[config.mk]
export PLATFORM = sky130hd
export DESIGN_NAME = scaled_colorkey_blitter
export DESIGN_NICKNAME = d
export VERILOG_FILES = /design/src/hdl/scb_pkg.sv /design/src/hdl/scb_div.sv /design/src/hdl/scb_datapath.sv /design/src/hdl/scb_ctrl.sv /design/src/hdl/scaled_colorkey_blitter.sv
export SDC_FILE = /design/constraint.sdc
export NUM_CORES = 2
export LEC_CHECK = 0
export BUFFER_PORTS_ARGS = -buffer_cell sky130_fd_sc_hd__buf_2
export CORE_ASPECT_RATIO = 0.9
export CORE_UTILIZATION = 60
export DETAILED_ROUTE_END_ITERATION = 6
export HOLD_SLACK_MARGIN = 0.15
export PLACE_DENSITY = 0.78
export SLEW_MARGIN = 20
export SYNTH_ARGS = -nofsm -noshare
export SYNTH_HDL_FRONTEND = slang
export SYNTH_HIERARCHICAL = 1
export SYNTH_SLANG_ARGS = --single-unit
[constraint.sdc]
create_clock -name clk_i -period 9.8 [get_ports clk_i]
set_clock_uncertainty 0.15 [all_clocks]
set_input_delay 1.96 -clock clk_i [delete_from_list [all_inputs] [get_ports clk_i]]
set_output_delay 1.96 -clock clk_i [all_outputs]
set_load 0.03 [all_outputs]
[src/hdl/scb_pkg.sv]
`default_nettype none
package scb_pkg;

  localparam int FRAC_BITS   = 16;
  localparam int COORD_BITS  = 16;
  localparam int FIX_W       = 32;
  localparam int FIELD_W     = 16;
  localparam int PIX_W       = 8;
  localparam int DIM_W       = 15;
  localparam int FETCH_W     = 16;
  localparam int NUM_W       = COORD_BITS + FRAC_BITS;
  localparam int DIV_CNT_W   = $clog2(NUM_W + 1);
  localparam int CLIP_W      = ((COORD_BITS > DIM_W) ? COORD_BITS : DIM_W) + 1;
  localparam int CFG_IDX_W   = 1;
  localparam int IN_TDATA_W  = 144;
  localparam int OUT_TDATA_W = 72;
  localparam int OUT_TUSER_W = 2;

  localparam logic [CFG_IDX_W-1:0] REG_DEST_WIDTH  = 1'd0;
  localparam logic [CFG_IDX_W-1:0] REG_DEST_HEIGHT = 1'd1;

  localparam logic ACT_START = 1'b0;
  localparam logic ACT_PIXEL = 1'b1;

  localparam logic [DIM_W-1:0] DEST_WIDTH_RST  = 15'd320;
  localparam logic [DIM_W-1:0] DEST_HEIGHT_RST = 15'd200;

  typedef logic signed [COORD_BITS-1:0] coord_t;
  typedef logic [FIX_W-1:0]             fix_t;

  typedef enum logic [1:0] {
    RK_ZERO,
    RK_DONE,
    RK_FIRST,
    RK_PIX
  } res_kind_e;

  typedef struct packed {
    logic               action;
    logic [FIELD_W-1:0] dst_left;
    logic [FIELD_W-1:0] dst_top;
    logic [FIELD_W-1:0] dst_right;
    logic [FIELD_W-1:0] dst_bottom;
    logic [FIELD_W-1:0] src_left;
    logic [FIELD_W-1:0] src_top;
    logic [FIELD_W-1:0] src_right;
    logic [FIELD_W-1:0] src_bottom;
    logic               key_mode;
    logic [PIX_W-1:0]   pixel_in;
  } blit_in_t;

  typedef struct packed {
    logic      load_start;
    logic      div_start_u;
    logic      div_start_v;
    logic      store_u;
    logic      store_v;
    logic      mul_u;
    logic      mul_v;
    logic      fin;
    logic      pix_step;
    logic      res_load;
    res_kind_e res_kind;
  } cmd_t;

  typedef struct packed {
    logic early_empty;
    logic div_done;
    logic clip_empty;
    logic last_pix;
  } sts_t;

  typedef struct packed {
    logic                write_valid;
    logic [DIM_W-1:0]    write_x;
    logic [DIM_W-1:0]    write_y;
    logic [PIX_W-1:0]    write_pixel;
    logic                fetch_valid;
    logic [FETCH_W-1:0]  fetch_x;
    logic [FETCH_W-1:0]  fetch_y;
    logic                done_res;
  } res_t;

  // floor of a fixed-point value, low bits of the integer part
  function automatic logic [FETCH_W-1:0] fetch_of(input fix_t f);
    fetch_of = f[FRAC_BITS+FETCH_W-1:FRAC_BITS];
  endfunction

endpackage
`default_nettype wire

[src/hdl/scb_div.sv]
`default_nettype none
module scb_div (
  input  wire logic                         clk_i,
  input  wire logic                         rst_ni,
  input  wire logic                         start_i,
  input  wire logic [scb_pkg::NUM_W-1:0]     num_i,
  input  wire logic [scb_pkg::COORD_BITS-1:0] den_i,
  input  wire logic                         neg_i,
  output      logic                         done_o,
  output      scb_pkg::fix_t                quot_o
);
  import scb_pkg::*;

  logic                  busy_q, busy_d;
  logic                  done_q, done_d;
  logic [DIV_CNT_W-1:0]  cnt_q, cnt_d;
  logic [NUM_W-1:0]      acc_q, acc_d;
  logic [COORD_BITS:0]   rem_q, rem_d;
  logic [COORD_BITS-1:0] den_q, den_d;
  logic                  neg_q, neg_d;
  logic [COORD_BITS:0]   rem_sh;
  logic                  take;
  fix_t                  mag;

  // restoring division, one quotient bit per cycle
  assign rem_sh = {rem_q[COORD_BITS-1:0], acc_q[NUM_W-1]};
  assign take   = (rem_sh >= {1'b0, den_q});

  always_comb begin
    busy_d = busy_q;
    done_d = 1'b0;
    cnt_d  = cnt_q;
    acc_d  = acc_q;
    rem_d  = rem_q;
    den_d  = den_q;
    neg_d  = neg_q;
    if (start_i) begin
      busy_d = 1'b1;
      cnt_d  = DIV_CNT_W'(NUM_W);
      acc_d  = num_i;
      rem_d  = '0;
      den_d  = den_i;
      neg_d  = neg_i;
    end else if (busy_q) begin
      rem_d = take ? (rem_sh - {1'b0, den_q}) : rem_sh;
      acc_d = {acc_q[NUM_W-2:0], take};
      cnt_d = cnt_q - DIV_CNT_W'(1);
      if (cnt_q == DIV_CNT_W'(1)) begin
        busy_d = 1'b0;
        done_d = 1'b1;
      end
    end
  end

  always_ff @(posedge clk_i or negedge rst_ni) begin
    if (!rst_ni) begin
      busy_q <= 1'b0;
      done_q <= 1'b0;
      cnt_q  <= '0;
    end else begin
      busy_q <= busy_d;
      done_q <= done_d;
      cnt_q  <= cnt_d;
    end
  end

  always_ff @(posedge clk_i) begin
    acc_q <= acc_d;
    rem_q <= rem_d;
    den_q <= den_d;
    neg_q <= neg_d;
  end

  assign mag    = FIX_W'(acc_q);
  assign quot_o = neg_q ? (fix_t'(0) - mag) : mag;
  assign done_o = done_q;

endmodule
`default_nettype wire

[src/hdl/scb_datapath.sv]
`default_nettype none
module scb_datapath (
  input  wire logic                     clk_i,
  input  wire logic                     rst_ni,
  input  wire scb_pkg::blit_in_t        in_i,
  input  wire logic [scb_pkg::DIM_W-1:0] dest_width_i,
  input  wire logic [scb_pkg::DIM_W-1:0] dest_height_i,
  input  wire scb_pkg::cmd_t            cmd_i,
  output      scb_pkg::sts_t            sts_o,
  output      scb_pkg::res_t            res_o
);
  import scb_pkg::*;

  coord_t in_x1, in_y1, in_x2, in_y2, in_s1, in_t1, in_s2, in_t2;
  logic signed [COORD_BITS:0] s1w, s2w, t1w, t2w;
  logic signed [COORD_BITS:0] du_in, dv_in;
  logic signed [FIX_W-1:0]    s1_ext, t1_ext;

  coord_t x1_q, y1_q, x2_q, y2_q;
  logic signed [COORD_BITS:0] du_q, dv_q;
  logic key_q;

  fix_t u_step_q, v_step_q, prod_q, u_row_start_q, u_now_q, v_now_q;
  coord_t col_first_q, col_end_q, row_end_q, col_now_q, row_now_q;

  // divider operands
  logic signed [COORD_BITS:0] diff, diff_abs;
  logic signed [COORD_BITS:0] x1w, x2w, y1w, y2w, len_x, len_y;
  logic [NUM_W-1:0]           div_num;
  logic [COORD_BITS-1:0]      div_den;
  logic                       div_start, div_done;
  fix_t                       div_quot;

  // clipping offset multiply
  logic signed [COORD_BITS:0] neg_x1, neg_y1;
  logic [COORD_BITS-1:0]      mul_a;
  fix_t                       mul_b;
  logic [FIX_W+COORD_BITS-1:0] prod_full;

  // clipping
  logic signed [CLIP_W-1:0] x2c_w, y2c_w, dw_w, dh_w;
  coord_t x1c, y1c, x2c, y2c;
  fix_t   v_first;

  // pixel walk
  coord_t col_next, row_next;
  logic   wrap, last, wr_en;
  fix_t   u_next, v_next;

  assign in_x1 = in_i.dst_left[COORD_BITS-1:0];
  assign in_y1 = in_i.dst_top[COORD_BITS-1:0];
  assign in_x2 = in_i.dst_right[COORD_BITS-1:0];
  assign in_y2 = in_i.dst_bottom[COORD_BITS-1:0];
  assign in_s1 = in_i.src_left[COORD_BITS-1:0];
  assign in_t1 = in_i.src_top[COORD_BITS-1:0];
  assign in_s2 = in_i.src_right[COORD_BITS-1:0];
  assign in_t2 = in_i.src_bottom[COORD_BITS-1:0];

  assign s1w    = (COORD_BITS+1)'(in_s1);
  assign s2w    = (COORD_BITS+1)'(in_s2);
  assign t1w    = (COORD_BITS+1)'(in_t1);
  assign t2w    = (COORD_BITS+1)'(in_t2);
  assign du_in  = s2w - s1w;
  assign dv_in  = t2w - t1w;
  assign s1_ext = FIX_W'(in_s1);
  assign t1_ext = FIX_W'(in_t1);

  assign sts_o.early_empty = (in_x2 <= in_x1) || (in_y2 <= in_y1);

  always_ff @(posedge clk_i) begin
    if (cmd_i.load_start) begin
      x1_q  <= in_x1;
      y1_q  <= in_y1;
      x2_q  <= in_x2;
      y2_q  <= in_y2;
      du_q  <= du_in;
      dv_q  <= dv_in;
      key_q <= in_i.key_mode;
    end
  end

  // step = (delta << frac) / len, truncated toward zero
  assign x1w       = (COORD_BITS+1)'(x1_q);
  assign x2w       = (COORD_BITS+1)'(x2_q);
  assign y1w       = (COORD_BITS+1)'(y1_q);
  assign y2w       = (COORD_BITS+1)'(y2_q);
  assign len_x     = x2w - x1w;
  assign len_y     = y2w - y1w;
  assign diff      = cmd_i.div_start_v ? dv_q : du_q;
  assign diff_abs  = diff[COORD_BITS] ? -diff : diff;
  assign div_num   = {diff_abs[COORD_BITS-1:0], {FRAC_BITS{1'b0}}};
  assign div_den   = cmd_i.div_start_v ? len_y[COORD_BITS-1:0] : len_x[COORD_BITS-1:0];
  assign div_start = cmd_i.div_start_u | cmd_i.div_start_v;

  scb_div u_div (
    .clk_i   (clk_i),
    .rst_ni  (rst_ni),
    .start_i (div_start),
    .num_i   (div_num),
    .den_i   (div_den),
    .neg_i   (diff[COORD_BITS]),
    .done_o  (div_done),
    .quot_o  (div_quot)
  );

  assign sts_o.div_done = div_done;

  // source advance for the part clipped off at the left or top
  assign neg_x1    = -x1w;
  assign neg_y1    = -y1w;
  assign mul_a     = cmd_i.mul_v ? ((y1_q < 0) ? neg_y1[COORD_BITS-1:0] : '0)
                                 : ((x1_q < 0) ? neg_x1[COORD_BITS-1:0] : '0);
  assign mul_b     = cmd_i.mul_v ? v_step_q : u_step_q;
  assign prod_full = {{FIX_W{1'b0}}, mul_a} * {{COORD_BITS{1'b0}}, mul_b};

  always_ff @(posedge clk_i) begin
    if (cmd_i.store_u) u_step_q <= div_quot;
    if (cmd_i.store_v) v_step_q <= div_quot;
    if (cmd_i.mul_u || cmd_i.mul_v) prod_q <= prod_full[FIX_W-1:0];
  end

  // clip against the picture
  assign dw_w  = {{(CLIP_W-DIM_W){1'b0}}, dest_width_i};
  assign dh_w  = {{(CLIP_W-DIM_W){1'b0}}, dest_height_i};
  assign x2c_w = CLIP_W'(x2_q);
  assign y2c_w = CLIP_W'(y2_q);
  assign x1c   = (x1_q < 0) ? '0 : x1_q;
  assign y1c   = (y1_q < 0) ? '0 : y1_q;
  assign x2c   = (x2c_w > dw_w) ? dw_w[COORD_BITS-1:0] : x2_q;
  assign y2c   = (y2c_w > dh_w) ? dh_w[COORD_BITS-1:0] : y2_q;
  assign sts_o.clip_empty = (x2c <= x1c) || (y2c <= y1c);
  assign v_first = v_now_q + prod_q;

  // walk left to right, then top to bottom
  assign col_next = col_now_q + coord_t'(1);
  assign row_next = row_now_q + coord_t'(1);
  assign wrap     = (col_next >= col_end_q);
  assign last     = wrap && (row_next >= row_end_q);
  assign u_next   = wrap ? u_row_start_q : (u_now_q + u_step_q);
  assign v_next   = wrap ? (v_now_q + v_step_q) : v_now_q;
  assign wr_en    = !(key_q && (in_i.pixel_in == '0));
  assign sts_o.last_pix = last;

  always_ff @(posedge clk_i) begin
    if (cmd_i.load_start) begin
      u_row_start_q <= fix_t'(s1_ext <<< FRAC_BITS);
      v_now_q       <= fix_t'(t1_ext <<< FRAC_BITS);
    end else if (cmd_i.mul_v) begin
      u_row_start_q <= u_row_start_q + prod_q;
    end else if (cmd_i.fin) begin
      v_now_q     <= v_first;
      u_now_q     <= u_row_start_q;
      col_first_q <= x1c;
      col_now_q   <= x1c;
      col_end_q   <= x2c;
      row_now_q   <= y1c;
      row_end_q   <= y2c;
    end else if (cmd_i.pix_step) begin
      col_now_q <= wrap ? col_first_q : col_next;
      row_now_q <= wrap ? row_next : row_now_q;
      u_now_q   <= u_next;
      v_now_q   <= v_next;
    end
  end

  always_comb begin
    res_o = '0;
    case (cmd_i.res_kind)
      RK_ZERO: res_o = '0;
      RK_DONE: res_o.done_res = 1'b1;
      RK_FIRST: begin
        res_o.fetch_valid = 1'b1;
        res_o.fetch_x     = fetch_of(u_row_start_q);
        res_o.fetch_y     = fetch_of(v_first);
      end
      RK_PIX: begin
        if (wr_en) begin
          res_o.write_valid = 1'b1;
          res_o.write_x     = DIM_W'(col_now_q);
          res_o.write_y     = DIM_W'(row_now_q);
          res_o.write_pixel = in_i.pixel_in;
        end
        if (last) begin
          res_o.done_res = 1'b1;
        end else begin
          res_o.fetch_valid = 1'b1;
          res_o.fetch_x     = fetch_of(u_next);
          res_o.fetch_y     = fetch_of(v_next);
        end
      end
      default: res_o = '0;
    endcase
  end

endmodule
`default_nettype wire

[src/hdl/scb_ctrl.sv]
`default_nettype none
module scb_ctrl (
  input  wire logic          clk_i,
  input  wire logic          rst_ni,
  input  wire logic          in_valid_i,
  input  wire logic          in_action_i,
  input  wire logic          out_free_i,
  input  wire scb_pkg::sts_t sts_i,
  output      logic          in_ready_o,
  output      scb_pkg::cmd_t cmd_o
);
  import scb_pkg::*;

  localparam logic [2:0] ST_IDLE  = 3'd0;
  localparam logic [2:0] ST_DIV_U = 3'd1;
  localparam logic [2:0] ST_DIV_V = 3'd2;
  localparam logic [2:0] ST_MUL_U = 3'd3;
  localparam logic [2:0] ST_MUL_V = 3'd4;
  localparam logic [2:0] ST_FIN   = 3'd5;
  localparam logic [2:0] ST_LOAD  = 3'd6;

  logic [2:0] state_q, state_d;
  logic       busy_q, busy_d;

  always_comb begin
    state_d    = state_q;
    busy_d     = busy_q;
    cmd_o      = '0;
    in_ready_o = 1'b0;
    case (state_q)
      ST_IDLE: begin
        in_ready_o = out_free_i;
        if (in_valid_i && out_free_i) begin
          if (in_action_i == ACT_START) begin
            // a new start drops any running blit
            cmd_o.load_start = 1'b1;
            busy_d           = 1'b0;
            if (sts_i.early_empty) begin
              cmd_o.res_load = 1'b1;
              cmd_o.res_kind = RK_DONE;
            end else begin
              // rectangle lands in the datapath registers first
              state_d = ST_LOAD;
            end
          end else begin
            cmd_o.res_load = 1'b1;
            if (busy_q) begin
              cmd_o.pix_step = 1'b1;
              cmd_o.res_kind = RK_PIX;
              if (sts_i.last_pix) busy_d = 1'b0;
            end else begin
              cmd_o.res_kind = RK_ZERO;
            end
          end
        end
      end
      ST_LOAD: begin
        cmd_o.div_start_u = 1'b1;
        state_d           = ST_DIV_U;
      end
      ST_DIV_U: begin
        if (sts_i.div_done) begin
          cmd_o.store_u     = 1'b1;
          cmd_o.div_start_v = 1'b1;
          state_d           = ST_DIV_V;
        end
      end
      ST_DIV_V: begin
        if (sts_i.div_done) begin
          cmd_o.store_v = 1'b1;
          state_d       = ST_MUL_U;
        end
      end
      ST_MUL_U: begin
        cmd_o.mul_u = 1'b1;
        state_d     = ST_MUL_V;
      end
      ST_MUL_V: begin
        cmd_o.mul_v = 1'b1;
        state_d     = ST_FIN;
      end
      ST_FIN: begin
        if (out_free_i) begin
          cmd_o.fin      = 1'b1;
          cmd_o.res_load = 1'b1;
          if (sts_i.clip_empty) begin
            cmd_o.res_kind = RK_DONE;
          end else begin
            cmd_o.res_kind = RK_FIRST;
            busy_d         = 1'b1;
          end
          state_d = ST_IDLE;
        end
      end
      default: state_d = ST_IDLE;
    endcase
  end

  always_ff @(posedge clk_i or negedge rst_ni) begin
    if (!rst_ni) begin
      state_q <= ST_IDLE;
      busy_q  <= 1'b0;
    end else begin
      state_q <= state_d;
      busy_q  <= busy_d;
    end
  end

endmodule
`default_nettype wire

[src/hdl/scaled_colorkey_blitter.sv]
// pixel request: result registered, shown in the cycle after accept, one pixel per cycle while the output is free
// start request: the rectangle is loaded, then the bit-serial step divider is run twice,
//   then one shared 16x32 multiply per axis
// empty rectangle before clipping: result shown in the cycle after accept, next request at once
// reset: async active low, idles the controller, drops the running blit, empties the
//   output stage and sets the picture size to 320 x 200
`default_nettype none
module scaled_colorkey_blitter (
  input  wire logic                              clk_i,
  input  wire logic                              rst_ni,
  // request stream
  input  wire logic                              s_axis_tvalid,
  output      logic                              s_axis_tready,
  // dst_left, dst_top, dst_right, dst_bottom, src_left, src_top, src_right,
  // src_bottom, key_mode, pixel_in, zero pad
  input  wire logic [scb_pkg::IN_TDATA_W-1:0]     s_axis_tdata,
  // action
  input  wire logic                              s_axis_tuser,
  // result stream
  output      logic                              m_axis_tvalid,
  input  wire logic                              m_axis_tready,
  // write_x, write_y, write_pixel, fetch_x, fetch_y, zero pad
  output      logic [scb_pkg::OUT_TDATA_W-1:0]    m_axis_tdata,
  // write_valid, fetch_valid
  output      logic [scb_pkg::OUT_TUSER_W-1:0]    m_axis_tuser,
  // done_res
  output      logic                              m_axis_tlast,
  // register writes
  input  wire logic                              cfg_valid_i,
  output      logic                              cfg_ready_o,
  input  wire logic [scb_pkg::CFG_IDX_W-1:0]      cfg_index_i,
  input  wire logic [scb_pkg::DIM_W-1:0]          cfg_data_i
);
  import scb_pkg::*;

  blit_in_t         in_fields;
  cmd_t             cmd;
  sts_t             sts;
  res_t             res_d, res_q;
  logic             out_valid_q, out_valid_d;
  logic             out_free;
  logic [DIM_W-1:0] dest_width_q, dest_height_q;

  // unpack request fields, lowest bits first
  assign in_fields.action     = s_axis_tuser;
  assign in_fields.dst_left   = s_axis_tdata[15:0];
  assign in_fields.dst_top    = s_axis_tdata[31:16];
  assign in_fields.dst_right  = s_axis_tdata[47:32];
  assign in_fields.dst_bottom = s_axis_tdata[63:48];
  assign in_fields.src_left   = s_axis_tdata[79:64];
  assign in_fields.src_top    = s_axis_tdata[95:80];
  assign in_fields.src_right  = s_axis_tdata[111:96];
  assign in_fields.src_bottom = s_axis_tdata[127:112];
  assign in_fields.key_mode   = s_axis_tdata[128];
  assign in_fields.pixel_in   = s_axis_tdata[136:129];

  // picture size registers, writable at any time
  assign cfg_ready_o = 1'b1;

  always_ff @(posedge clk_i or negedge rst_ni) begin
    if (!rst_ni) begin
      dest_width_q  <= DEST_WIDTH_RST;
      dest_height_q <= DEST_HEIGHT_RST;
    end else if (cfg_valid_i && cfg_ready_o) begin
      case (cfg_index_i)
        REG_DEST_WIDTH:  dest_width_q  <= cfg_data_i;
        REG_DEST_HEIGHT: dest_height_q <= cfg_data_i;
        default: ;
      endcase
    end
  end

  // output stage frees up in the same cycle its result is taken
  assign out_free = !out_valid_q || m_axis_tready;

  scb_ctrl u_ctrl (
    .clk_i       (clk_i),
    .rst_ni      (rst_ni),
    .in_valid_i  (s_axis_tvalid),
    .in_action_i (s_axis_tuser),
    .out_free_i  (out_free),
    .sts_i       (sts),
    .in_ready_o  (s_axis_tready),
    .cmd_o       (cmd)
  );

  scb_datapath u_datapath (
    .clk_i         (clk_i),
    .rst_ni        (rst_ni),
    .in_i          (in_fields),
    .dest_width_i  (dest_width_q),
    .dest_height_i (dest_height_q),
    .cmd_i         (cmd),
    .sts_o         (sts),
    .res_o         (res_d)
  );

  // output register
  always_comb begin
    out_valid_d = out_valid_q;
    if (cmd.res_load)       out_valid_d = 1'b1;
    else if (m_axis_tready) out_valid_d = 1'b0;
  end

  always_ff @(posedge clk_i or negedge rst_ni) begin
    if (!rst_ni) begin
      out_valid_q <= 1'b0;
    end else begin
      out_valid_q <= out_valid_d;
    end
  end

  always_ff @(posedge clk_i) begin
    if (cmd.res_load) res_q <= res_d;
  end

  assign m_axis_tvalid = out_valid_q;
  assign m_axis_tdata  = {2'b00, res_q.fetch_y, res_q.fetch_x, res_q.write_pixel,
                          res_q.write_y, res_q.write_x};
  assign m_axis_tuser  = {res_q.fetch_valid, res_q.write_valid};
  assign m_axis_tlast  = res_q.done_res;

  // a result never lands on one still waiting
  a_no_overwrite: assert property (@(posedge clk_i) disable iff (!rst_ni)
    cmd.res_load |-> out_free)
    else $error("result loaded over a pending result");

  // every accepted pixel request loads a result in the same cycle
  a_pixel_answers: assert property (@(posedge clk_i) disable iff (!rst_ni)
    (s_axis_tvalid && s_axis_tready && (s_axis_tuser == ACT_PIXEL)) |-> cmd.res_load)
    else $error("pixel request without result");

  // a finished blit asks for no further fetch
  a_done_no_fetch: assert property (@(posedge clk_i) disable iff (!rst_ni)
    m_axis_tvalid |-> !(m_axis_tlast && m_axis_tuser[1]))
    else $error("done together with fetch");

  // skipped writes carry zero coordinates and pixel
  a_write_zero: assert property (@(posedge clk_i) disable iff (!rst_ni)
    (m_axis_tvalid && !m_axis_tuser[0]) |->
      ((res_q.write_x == '0) && (res_q.write_y == '0) && (res_q.write_pixel == '0)))
    else $error("write fields set without write");

endmodule
`default_nettype wire
==> impl_metrics.toml <==
[global_route]
grt_antenna_before_repair = 7
grt_overflow = 0
first_global_vias = 36900
grtUsageTotal = 0.347
grt_pass1_wl_microns = 214000
grt_max_degree = 75

[job]
cap_violations = 0

[worst_setup_path]
cp.required_ns = 9.99
crit_family = "adder cells"
critical_path_class = "register to register"
path_max_fanout = 12
cp-end-kind = "register"
crit_path_frequent_cell = "fa_1"
cpPeakStageDelay_ns = 0.72
start_kind = "register"
slowest_stage = "o2bb2ai_1"
cp.arrival_ns = 9.46
critPathBufInv = 5

[floorplan]
rows = 97
core_sq_um = 78400
die_w_microns = 300
initial_core_util = 0.611
io_pins = 244
fp.dieArea_sq_um = 81000
die_y_microns = 270

[placed_design]
io_buffers = 233
placed_cells = 6123
placed_area_sq_um = 50300
place_hpwl_microns = 110000
globalplace.congestion = 1.00

[route]
route.met3.wl_microns = 15700
wl_met2_microns = 61200
met1_length_microns = 57300
top_layer = "met5"
drc = 0
wire_per_inst_microns = 22.5
firstDrtPassIters = 6
drt_iter0_drc = 3839
vias = 38300
ant_nets = 0
vias_per_cell = 6.14
routed_wirelength_microns = 141000

[synth]
synthTopCellsByArea = "edfxtp_1 29%, fa_1 13%, ha_1 10%, inv_1 4.9%, xnor2_1 4.4%"
ys_seq_elements = 551
ys_types = 99
synthCells = 4931
syn-cell-area_sq_um = 47900
synth-seq-area-share = 0.331
async_reset_ff_frac = 0.0780
ys.flop_type = "edfxtp_1"
synth_top_area_share = 0.288
yosys_warnings = 6
synth_edf_count = 460
synth.avg_cell_area_sq_um = 9.72
yosysTopAreaCell = "edfxtp_1"

[cells_and_area]
final_area_sq_um = 52300
area_growth_pct = 9.15
final_cell_mix = "628 x inv_1, 506 x nand2_1, 460 x edfxtp_1"
final_core_util = 0.667
nets = 6022
layout_commonest_cell = "inv_1"
final_cells = 6238
nFillCells = 6105
drive_above_1_share = 0.109

[timing]
fin_crit_sh = 0.946
rsz0062_at_grt = "no"
final_hold_viol_count = 0
drv_slew = 0
fmax_mhz = 108
setup_tns_ns = 0
finalCriticalPeriod_ns = 9.27
maxSlewHeadroom = 0.205
tightest_slew_ns = 1.19
finalSetupViolations = 0

[clock_tree]
ctsLongestPathBuffers = 3
postCtsSetupBuffers = 0
cts_made_buffers = 57
cts_sinks = 551
cts_resized = 0
h-tree-depth = 2
clk_latency_ns = 0.67
root_buffer = "clkbuf_16"
cts_tree = "done"
clk_pin_slew_worst_paths_ns = 0.06
hold_buffers = 0

[power]
vdd_drop_max_v = 0.000712
finalPower_mw = 21.3
p_leak_nw = 22.7
powerDensity_nw_per_um2 = 408

[status]
status = "completed"

[hold_path]
hp-class = "register to register"
## report_power, final
| group | internal, mW | switching [mW] |
|---|---|---|
| registers | 3.78 | 0.579 |
| clock network | 1.30 | 0.973 |
| logic | 5.93 | 8.78 |
## worst register-to-register path: cells and delay by family (launching register included)
family / cells / cell delay [ns]
AO/OA/AOI/OAI: 9 / 2.29
adder cells (fa/ha/maj): 8 / 3.75
buffers and inverters: 5 / 0.70
flip-flops: 1 / 0.50
XOR/XNOR: 2 / 0.23
AND/OR/NAND/NOR: 6 / 1.34
## kinds of logic after synthesis
group / after synthesis / synth area share
other: 3 / 0.000235
buffers and inverters: 787 / 0.0630
AND/OR/NAND/NOR: 1428 / 0.139
AO/OA/AOI/OAI: 947 / 0.130
adder cells (fa/ha/maj): 712 / 0.235
XOR/XNOR: 308 / 0.0566
flip-flops: 551 / 0.331
multiplexers: 195 / 0.0448
## synthesized netlist by cell type (all sizes together) (20+ instances only)
cell / count
a21oi: 243
clkbuf: 127
nor4: 21
nand3: 69
o21ai: 198
edfxtp: 460
mux2i: 73
nor2b: 42
a21o: 88
a31oi: 32
mux2: 122
o31ai: 23
fa: 313
a211oi: 48
nand2: 508
nand2b: 92
a22o: 39
nor2: 378
xor2: 68
dfrtp: 38
nand4: 45
o21a: 62
a22oi: 24
xnor2: 239
a21boi: 20
and3: 29
buf: 29
or3: 20
inv: 630
and2: 94
o21bai: 27
nor3: 79
ha: 399
dfxtp: 48
## metal layers
metal  GRT usage  vias to the layer above
met5           0                        -
met4       0.143                        2
met3      0.0658                      325
met2       0.525                     1965
met1       0.489                    18600
li1            -                    17400
## area by class of cell
type / count / area [sq um] / area share
well taps: 1039 / 1300 / 0.0249
clock buffers: 65 / 1480 / 0.0283
inverters: 631 / 2370 / 0.0453
flip-flops and latches: 551 / 15900 / 0.303
diodes: 7 / 17.5 / 0.000335
repair buffers: 294 / 1640 / 0.0313
clock inverters: 42 / 460 / 0.00880
multi-input cells: 3609 / 29200 / 0.558
## per-stage QoR
stage | setup slack [ns] | hold slack (ns)
after floorplan | 0.539 | 0.304
after global placement | 0.957 | 0.324
after detailed placement | 0.854 | 0.341
after CTS | 0.679 | 0.349
after global routing | 0.169 | 0.376
final | 0.528 | 0.358
## state kept, by name, summed over array words and instances, names as in the netlist, 15 cells and up
signal                    count
dest_height_q                15
dest_width_q                 15
m_axis_tdata                 70
u_datapath/col_end_q         16
u_datapath/col_first_q       15
u_datapath/col_now_q         16
u_datapath/du_q              17
u_datapath/dv_q              17
u_datapath/prod_q            32
u_datapath/row_end_q         16
u_datapath/row_now_q         16
u_datapath/u_div/acc_q       32
u_datapath/u_div/den_q       16
u_datapath/u_div/rem_q       16
u_datapath/u_now_q           32
u_datapath/u_row_start_q     32
u_datapath/u_step_q          32
u_datapath/v_now_q           32
u_datapath/v_step_q          32
u_datapath/x1_q              16
u_datapath/x2_q              16
u_datapath/y1_q              16
u_datapath/y2_q              16
## final timing paths
path,start,end,slack [ns],depth (start not counted)
worst max-delay path,u_datapath/y1_q[0]$_DFFE_PP_,u_datapath/prod_q[30]$_DFFE_PP_,0.53,30
worst min-delay path,u_datapath/u_div/rem_q[1]$_SDFFE_PP0P_,u_datapath/u_div/rem_q[1]$_SDFFE_PP0P_,0.36,2
worst max register to register,u_datapath/y1_q[0]$_DFFE_PP_,u_datapath/prod_q[30]$_DFFE_PP_,0.53,30
worst min register to register,u_datapath/u_div/rem_q[1]$_SDFFE_PP0P_,u_datapath/u_div/rem_q[1]$_SDFFE_PP0P_,0.36,2
max in group asynchronous,rst_ni,dest_width_q[1]$_DFFE_PN0P_,7.71,2
min in group asynchronous,rst_ni,u_datapath/u_div/cnt_q[5]$_DFFE_PN0P_,1.26,2
(Power assumes the default switching activity.)
